===== src/hw/rtl/floyd_steinberg_rgb_dither_assert.svh =====
// Assertion macros used by the dither top module.
// Each macro expects clk and rst_n in scope.
`ifndef FLOYD_STEINBERG_RGB_DITHER_ASSERT_SVH
`define FLOYD_STEINBERG_RGB_DITHER_ASSERT_SVH
`ifndef SYNTHESIS
`define FSRD_ASSERT_SAME(lbl, ante, cons) \
  lbl: assert property (@(posedge clk) disable iff (!rst_n) (ante) |-> (cons)) \
    else $error("fsrd assertion failed");
`define FSRD_ASSERT_NEXT(lbl, ante, cons) \
  lbl: assert property (@(posedge clk) disable iff (!rst_n) (ante) |=> (cons)) \
    else $error("fsrd assertion failed");
`else
`define FSRD_ASSERT_SAME(lbl, ante, cons)
`define FSRD_ASSERT_NEXT(lbl, ante, cons)
`endif
`endif


===== src/hw/rtl/fsrd_pkg.sv =====
package fsrd_pkg;

  // Line store geometry and error precision
  localparam int MAX_WIDTH  = 1024;
  localparam int ERROR_BITS = 12;

  localparam int COL_W  = $clog2(MAX_WIDTH);
  localparam int LW_W   = 11;
  localparam int THR_W  = 8;
  localparam int PIX_W  = 8;
  localparam int CMP_W  = (LW_W > COL_W + 1) ? LW_W : COL_W + 1;
  localparam int ERR_W  = ERROR_BITS;
  localparam int SUM_W  = ERR_W + 2;
  localparam int RND_W  = SUM_W - 4;
  localparam int CORR_W = RND_W + 1;
  // Unit error of one channel: -255..254
  localparam int LERR_W = 9;
  localparam int LANES  = 3;
  localparam int WORD_W = LANES * ERR_W;

  // Configuration register indexes
  typedef enum logic {
    REG_LINE_WIDTH = 1'b0,
    REG_THRESHOLD  = 1'b1
  } fsrd_reg_t;

  // Per-word control handed to every lane
  typedef struct packed {
    logic proc;
    logic sof;
    logic last;
    logic first;
  } fsrd_lane_ctl_t;

  // Clamp a wide sum to the signed error range of the line store
  function automatic logic signed [ERR_W-1:0] sat_err(input logic signed [SUM_W-1:0] v);
    logic signed [SUM_W-1:0] hi;
    logic signed [SUM_W-1:0] lo;
    hi = SUM_W'((64'sd1 <<< (ERR_W - 1)) - 64'sd1);
    lo = -hi - SUM_W'(1);
    if (v > hi) begin
      sat_err = hi[ERR_W-1:0];
    end else if (v < lo) begin
      sat_err = lo[ERR_W-1:0];
    end else begin
      sat_err = v[ERR_W-1:0];
    end
  endfunction

endpackage


===== src/hw/rtl/fsrd_lane.sv =====
module fsrd_lane import fsrd_pkg::*; (
  input  logic                    clk,
  input  logic                    rst_n,
  input  fsrd_lane_ctl_t          ctl,
  input  logic [THR_W-1:0]        thr,
  input  logic [PIX_W-1:0]        pix,
  input  logic signed [ERR_W-1:0] above,
  output logic                    on,
  output logic signed [ERR_W-1:0] wr_left,
  output logic signed [ERR_W-1:0] wr_here
);

  logic signed [LERR_W-1:0] rc_r;
  logic signed [ERR_W-1:0]  bp_r;

  logic signed [LERR_W-1:0] rc_e;
  logic signed [ERR_W-1:0]  bp_e;
  logic signed [ERR_W-1:0]  ab;
  logic signed [SUM_W-1:0]  sum;
  logic signed [SUM_W-1:0]  rnd;
  logic signed [CORR_W-1:0] corr;
  logic [PIX_W-1:0]         corr8;
  logic signed [LERR_W-1:0] err;
  logic signed [SUM_W-1:0]  left_sum;
  logic signed [ERR_W-1:0]  bp_n;

  // Drop carries at the start of a frame, drop the line store in the first row
  assign rc_e = ctl.sof ? '0 : rc_r;
  assign bp_e = ctl.sof ? '0 : bp_r;
  assign ab   = ctl.first ? '0 : above;

  // Corrected value: pixel plus rounded error sum, clamped to 0..255
  always_comb begin
    sum  = SUM_W'(ab) + (SUM_W'(rc_e) <<< 3) - SUM_W'(rc_e);
    rnd  = (sum + SUM_W'(8)) >>> 4;
    corr = CORR_W'(signed'({1'b0, pix})) + CORR_W'(signed'(rnd[RND_W-1:0]));
    if (corr < 0) begin
      corr8 = '0;
    end else if (corr > CORR_W'(255)) begin
      corr8 = '1;
    end else begin
      corr8 = corr[PIX_W-1:0];
    end
  end

  // Quantise and take the unit error
  assign on  = (corr8 >= thr);
  assign err = on ? (signed'({1'b0, corr8}) - LERR_W'(255)) : signed'({1'b0, corr8});

  // Next-row sums: finish the left column, open this one
  assign left_sum = SUM_W'(bp_e) + SUM_W'(err) + (SUM_W'(err) <<< 1);
  assign wr_left  = sat_err(left_sum);
  assign bp_n     = (ERR_W'(err) <<< 2) + ERR_W'(err) + ERR_W'(rc_e);
  assign wr_here  = bp_n;

  // Advance the row carries, clear them at the end of a row
  always_ff @(posedge clk) begin
    if (!rst_n) begin
      rc_r <= '0;
      bp_r <= '0;
    end else if (ctl.proc) begin
      if (ctl.last) begin
        rc_r <= '0;
        bp_r <= '0;
      end else begin
        rc_r <= err;
        bp_r <= bp_n;
      end
    end
  end

endmodule


===== config.mk =====
export PLATFORM = sky130hd
export DESIGN_NAME = fsrd_lane
export DESIGN_NICKNAME = d
export VERILOG_FILES = /design/src/hw/rtl/floyd_steinberg_rgb_dither_assert.svh /design/src/hw/rtl/fsrd_pkg.sv /design/src/hw/rtl/fsrd_lane.sv
export SDC_FILE = /design/constraint.sdc
export NUM_CORES = 1
export LEC_CHECK = 0
export ABC_AREA = 1
export BUFFER_PORTS_ARGS = -buffer_cell sky130_fd_sc_hd__buf_2
export CAP_MARGIN = 10
export CORE_MARGIN = 2
export CORE_UTILIZATION = 45
export DETAILED_ROUTE_END_ITERATION = 10
export HOLD_SLACK_MARGIN = 0.02
export SYNTH_ARGS = -nofsm -noshare
export SYNTH_HDL_FRONTEND = slang
export SYNTH_SLANG_ARGS = --single-unit

===== constraint.sdc =====
create_clock -name clk -period 15.2 [get_ports clk]
set_input_delay 1.52 -clock clk [delete_from_list [all_inputs] [get_ports clk]]
set_output_delay 1.52 -clock clk [all_outputs]
set_load 0.1 [all_outputs]

**Yosys cells after proc, flatten, opt, wreduce, memory -nomap -nowiden**

Index checks and enable logic that the tools add are counted.

- RAM bits: 0
- Output and inout bits: 25
- Bits of input ports: 34
- ROM bits: 0
- Bits in latches: 0
- Logic and storage cells: 26
- Flip-flop bits (word level): 21
- Memories kept: 0

- Muxes and demuxes: 10
- Bitwise logic cells: 0
- Add/subtract/negate cells: 9
- Multipliers: 0
- $lt $le $gt $ge: 5
- Equality and inequality tests: 0
- Reductions and logical operators: 0
- Shift-type cells: 0
- Div/mod/pow operators: 0

Operators by type and width:

| cell | count |
|---|---|
| $mux 12 | 5 |
| $mux 9 | 3 |
| $mux 8 | 2 |
| $add 13x10->14 | 1 |
| $add 14x5->14 const B | 1 |
| $gt 14x12->1 const B | 1 |
| $lt 14x12->1 const B | 1 |
| $sub 13x9->14 | 1 |
| $add 12x12->13 | 1 |
| $add 12x9->13 | 1 |
| $add 11x9->12 | 1 |
| $add 12x9->12 | 1 |
| $add 9x10->11 | 1 |
| $gt 11x9->1 const B | 1 |
| $lt 11x1->1 const B | 1 |
| $sub 8x8->9 const B | 1 |
| $ge 8x8->1 | 1 |

**Depth between registers and ports, before layout**

- Word-level depth: 15
- Gate-level depth with buffers: 62
- Depth with buffers taken out: 61

**Least setup slack after synthesis**

No wires, ideal clock.

- Path kind: input port to output port
- From: in ctl[2] (netlist name)
- To: out wr_left[10]
- Cell stages on the path: 53
- Path buffers: 2
- Slack: 0.786 ns
- Required time: 13.680 ns
- Arrival: 12.894 ns
- Path through: inv_2 > clkbuf_1 > nand2_1 > fa_1 > ha_1 > ha_1 > nand2_1 > inv_1 > nand2_1 > nand2_1 > inv_1 > nand2_1 > a21oi_1 > xor2_1 > ha_1 > a21oi_1 > a21boi_0 > nand2_1 > [17 not listed] > inv_1 > fa_1 > inv_1 > ha_1 > inv_1 > fa_1 > inv_1 > a31oi_1 > o221ai_1 > nand2_1 > a21boi_0 > nand2_1 > nand3_1 > o21ai_0 > inv_1 > a21oi_1 > clkbuf_1 > o21ai_0

- Cells in the longest elaborated chain, start to end: 15
- Elaborated cells on any way between the ends: 19
- Those cells by class: add/sub (7); order compare (5); mux (7)

RTL lines:

| item | RTL line | source |
|---|---|---|
| from (decl) | fsrd_lane.sv:4 | `input fsrd_lane_ctl_t ctl,` |
| $mux 9 * | fsrd_lane.sv:28 | `assign rc_e = ctl.sof ? '0 : rc_r;` |
| $add 12x12->13 | fsrd_lane.sv:34 | `sum = SUM_W'(ab) + (SUM_W'(rc_e) <<< 3) - SUM_W'(rc_e);` |
| $sub 13x9->14 * | fsrd_lane.sv:34 |  |
| $add 14x5->14 * | fsrd_lane.sv:35 | `rnd = (sum + SUM_W'(8)) >>> 4;` |
| $add 9x10->11 * | fsrd_lane.sv:36 | `corr = CORR_W'(signed'({1'b0, pix})) + CORR_W'(signed'(rnd[RND_W-1:0]));` |
| $gt 11x9->1 | fsrd_lane.sv:39 | `end else if (corr > CORR_W'(255)) begin` |
| $mux 8 | fsrd_lane.sv:39 |  |
| $mux 8 * | fsrd_lane.sv:37 | `if (corr < 0) begin` |
| $ge 8x8->1 * | fsrd_lane.sv:47 | `assign on = (corr8 >= thr);` |
| via on | fsrd_lane.sv:8 | `output logic on,` |
| $mux 9 * | fsrd_lane.sv:48 | `assign err = on ? (signed'({1'b0, corr8}) - LERR_W'(255)) : signed'({1'b0, corr8});` |
| $add 12x9->13 | fsrd_lane.sv:51 | `assign left_sum = SUM_W'(bp_e) + SUM_W'(err) + (SUM_W'(err) <<< 1);` |
| $add 13x10->14 * | fsrd_lane.sv:51 |  |
| $lt 14x12->1 | fsrd_pkg.sv:43 | `end else if (v < lo) begin` |
| $mux 12 | fsrd_pkg.sv:43 |  |
| $mux 12 * | fsrd_pkg.sv:41 | `if (v > hi) begin` |
| to (decl) | fsrd_lane.sv:9 | `output logic signed [ERR_W-1:0] wr_left,` |

The timed path passes the listed nets; every way through them passes the cells marked *.

**Final worst setup path**

- From: in ctl[2] (netlist name)
- To: out wr_left[4]

- Cells in the longest elaborated chain, start to end: 15
- Elaborated cells on any way between the ends: 19
- Those cells by class: add/sub (7); order compare (5); mux (7)

RTL lines:

| item | RTL line |
|---|---|
| $mux 9 | fsrd_lane.sv:28 |
| $add 12x12->13 | fsrd_lane.sv:34 |
| $sub 13x9->14 | fsrd_lane.sv:34 |
| $add 14x5->14 | fsrd_lane.sv:35 |
| $add 9x10->11 | fsrd_lane.sv:36 |
| $gt 11x9->1 | fsrd_lane.sv:39 |
| $mux 8 | fsrd_lane.sv:39 |
| $mux 8 | fsrd_lane.sv:37 |
| $sub 8x8->9 / $ge 8x8->1 (equally long branches) | fsrd_lane.sv:48, fsrd_lane.sv:47 |
| $mux 9 | fsrd_lane.sv:48 |
| $add 12x9->13 | fsrd_lane.sv:51 |
| $add 13x10->14 * | fsrd_lane.sv:51 |
| $lt 14x12->1 | fsrd_pkg.sv:43 |
| $mux 12 | fsrd_pkg.sv:43 |
| $mux 12 * | fsrd_pkg.sv:41 |

Mark *: on every way between the ends. The rest lies on a longest branch, timed or not.

==> metrics <==
status=finished, final reports clean; Critical-path top delay cell=o21ai_0; sequential fraction of the synthesis area=around a tenth; CTS buffer count=3; gr usage total=between 20% and 30%; setup bufs post-CTS=0; first drt pass iteration count=4; R2R depth=between 40 and 50; routed length per instance=roughly 13 um; CP Capture Type=primary output; total wire length=10,600 um; Area Growth Syn to Fin=10.3%; Critical Path RT=13.68 ns; Max Cap Viol=0; placed inst area=between 4000 and 5000 um2; mapped cell area=approximately 4300 um2; Final Skew=roughly 0.0033 ns; Hold Fails Final Rpt=0; slowest stage delay, CP=around 0.7 ns; nets@finish=835; FF-to-FF End=bp_r[11]; antenna violations before repair=0; die area=approximately 10,000 um2; final setup TNS=0 ns; Worst Path Max Fanout=15; Die X=approximately 100 um; IO Count=approximately 60; via count of the first global-routing pass=slightly above 4,000; worst hold endpoint=rc_r[0]; Worst slew margin=between 40% and 50%; routed vias=a little over 4,000; CP startpoint=ctl[2]; floorplan row count=35; CP delay by family, top=compound AO/OA/AOI/OAI gates; diode count=0; synthesized area per cell=roughly 6.6 um2; clock-pin slew on the worst setup and hold paths=roughly 0.080 ns; Slew @ Worst Pin=0.856 ns; largest net degree at the start of global routing=23; flops & latches, synth=21; RSZ-0062 raised after global routing=no; FF-to-FF Start=rc_r[4]; IO Port Bufs=58; Clock Path Buffers=2; fillers=1,004; Hold WC Path Type=flop to flop; final instance area=between 4000 and 5000 um2; asr flop ratio synth=0%; Post-synth EDFFs=0; Detailed Place HPWL=slightly above 9000 um; CTS tree=built; H-Tree Level Count=1; critical path type=primary input to primary output; hold_sp=rc_r[0]; crit start category=primary input; Final Hold Slack=0.468 ns; Yosys Warn Count=0; crit path time final=12.39 ns; FF-to-FF setup slack=~6.6 ns; Final setup viols=0; crit share post-route=between 80% and 90%; crit path DAT=10.87 ns; root buf cell=clkbuf_8; post-synthesis cell type count=between 40 and 50; remaining antenna violation count=0; final routed DRC violation total=0; Syn Nets=slightly below 800; First DRT Iteration DRCs=202; CP Buf/Inv Count=11; first-pass GRT wire length=18,400 um; hold_buf cts=0; cells after synthesis=659; Primary FF master, synth=dfxtp_1; ratio of cells with drive above 1 in the final layout=around an eighth; hold path cells=2; Routability Congestion=a little over 0.9; clk_lat worst skew=around 0.27 ns; Final Core Density=roughly 51%; clock sink total=21; Die Y=about 100 um; initial core utilization=roughly 47%; Core Box Area=9280 um2; cts repair resizes=0; GRT overflow=0; fin. max-slew vios=0; top achievable clock speed=80.7 MHz; Vias/cell=~5.0
-- worst min-delay path, stage by stage, from the launching register on --
cell and delay (ns):
dfxtp_1 0.32, nand2_1 0.06, a21oi_1 0.05
-- state kept, by name, summed over array words and instances, names as in the netlist --
name  cells
bp_r     12
rc_r      9
-- final cells by class --
class | count | area [um2] | share of cell area, %
Timing Repair Buffer | 59 | 298 | 6.25
Tap cell | 129 | 161 | 3.39
Clock buffer | 4 | 45.0 | 0.946
Multi-Input combinational cell | 491 | 3330 | 69.9
Inverter | 135 | 509 | 10.7
Sequential cell | 21 | 420 | 8.83
-- cells in the mapped netlist, drive strengths merged (2+ instances only) --
library cell | n | share of area, %
a21boi | 2 | 0.35
a21o | 8 | 1.4
a21oi | 62 | 7.8
a31oi | 3 | 0.43
buf | 3 | 0.64
clkbuf | 9 | 0.78
dfxtp | 21 | 9.7
fa | 15 | 7.0
ha | 75 | 22
inv | 134 | 12
nand2 | 172 | 16
nand3 | 17 | 2.1
nand4 | 9 | 1.7
nor2 | 38 | 3.8
nor3 | 4 | 0.46
o211ai | 2 | 0.35
o21ai | 32 | 4.1
o21bai | 6 | 1.0
or2 | 2 | 0.29
xnor2 | 18 | 3.6
xor2 | 18 | 4.1
-- logic make-up (layout without fill, tap and decap cells) --
group | count (synthesis) | after routing | synth area share (%)
buffers and inverters | 147 | 198 | 13.2
XOR/XNOR | 36 | 36 | 7.73
AO/OA/AOI/OAI | 118 | 118 | 16.0
AND/OR/NAND/NOR | 247 | 247 | 24.7
flip-flops | 21 | 21 | 9.73
adder cells (fa/ha/maj) | 90 | 90 | 28.7
-- cell usage in the layout, fill, tap and decap left out, types with 8 or more instances in the layout --
| cell type | n |
|---|---|
| nand2_1 | 163 |
| inv_1 | 126 |
| ha_1 | 75 |
| a21oi_1 | 59 |
| buf_2 | 58 |
| nor2_1 | 33 |
| o21ai_0 | 28 |
| dfxtp_1 | 21 |
| xnor2_1 | 18 |
| xor2_1 | 17 |
| nand3_1 | 16 |
| fa_1 | 15 |
| nand4_1 | 8 |
| nand2_2 | 8 |
| a21o_1 | 8 |
-- layer usage --
metal / vias to the layer above / GRT usage [%] / routed length (um)
met2: 77 / 37.4 / 4850
met5: - / 0 / 0
met1: 1884 / 30.8 / 5380
li1: 2189 / - / -
met4: 0 / 3.18 / 83
met3: 8 / 1.16 / 321
-- stage by stage --
stage / cells / setup WS (ns)
6_report: 839 / 2.81
5_1_grt: 839 / 1.86
4_1_cts: 839 / 2.79
3_5_place_dp: 835 / 2.82
3_3_place_gp: 835 / 3.14
2_1_floorplan: 659 / 0.786
-- worst max path at each step --
| stage | endpoint | slack, ns | cells after the start |
|---|---|---|---|
| after floorplan | wr_left[10] | 0.79 | 53 |
| after global placement | wr_left[10] | 3.14 | 41 |
| after detailed placement | wr_left[4] | 2.82 | 47 |
| after CTS | wr_left[4] | 2.79 | 41 |
| after global routing | wr_left[3] | 1.86 | 52 |
| final | wr_left[4] | 2.81 | 46 |
Power is left out: the tool's default activity adds up to more than one toggle a clock period on the data nets, which glitch-free logic cannot reach.
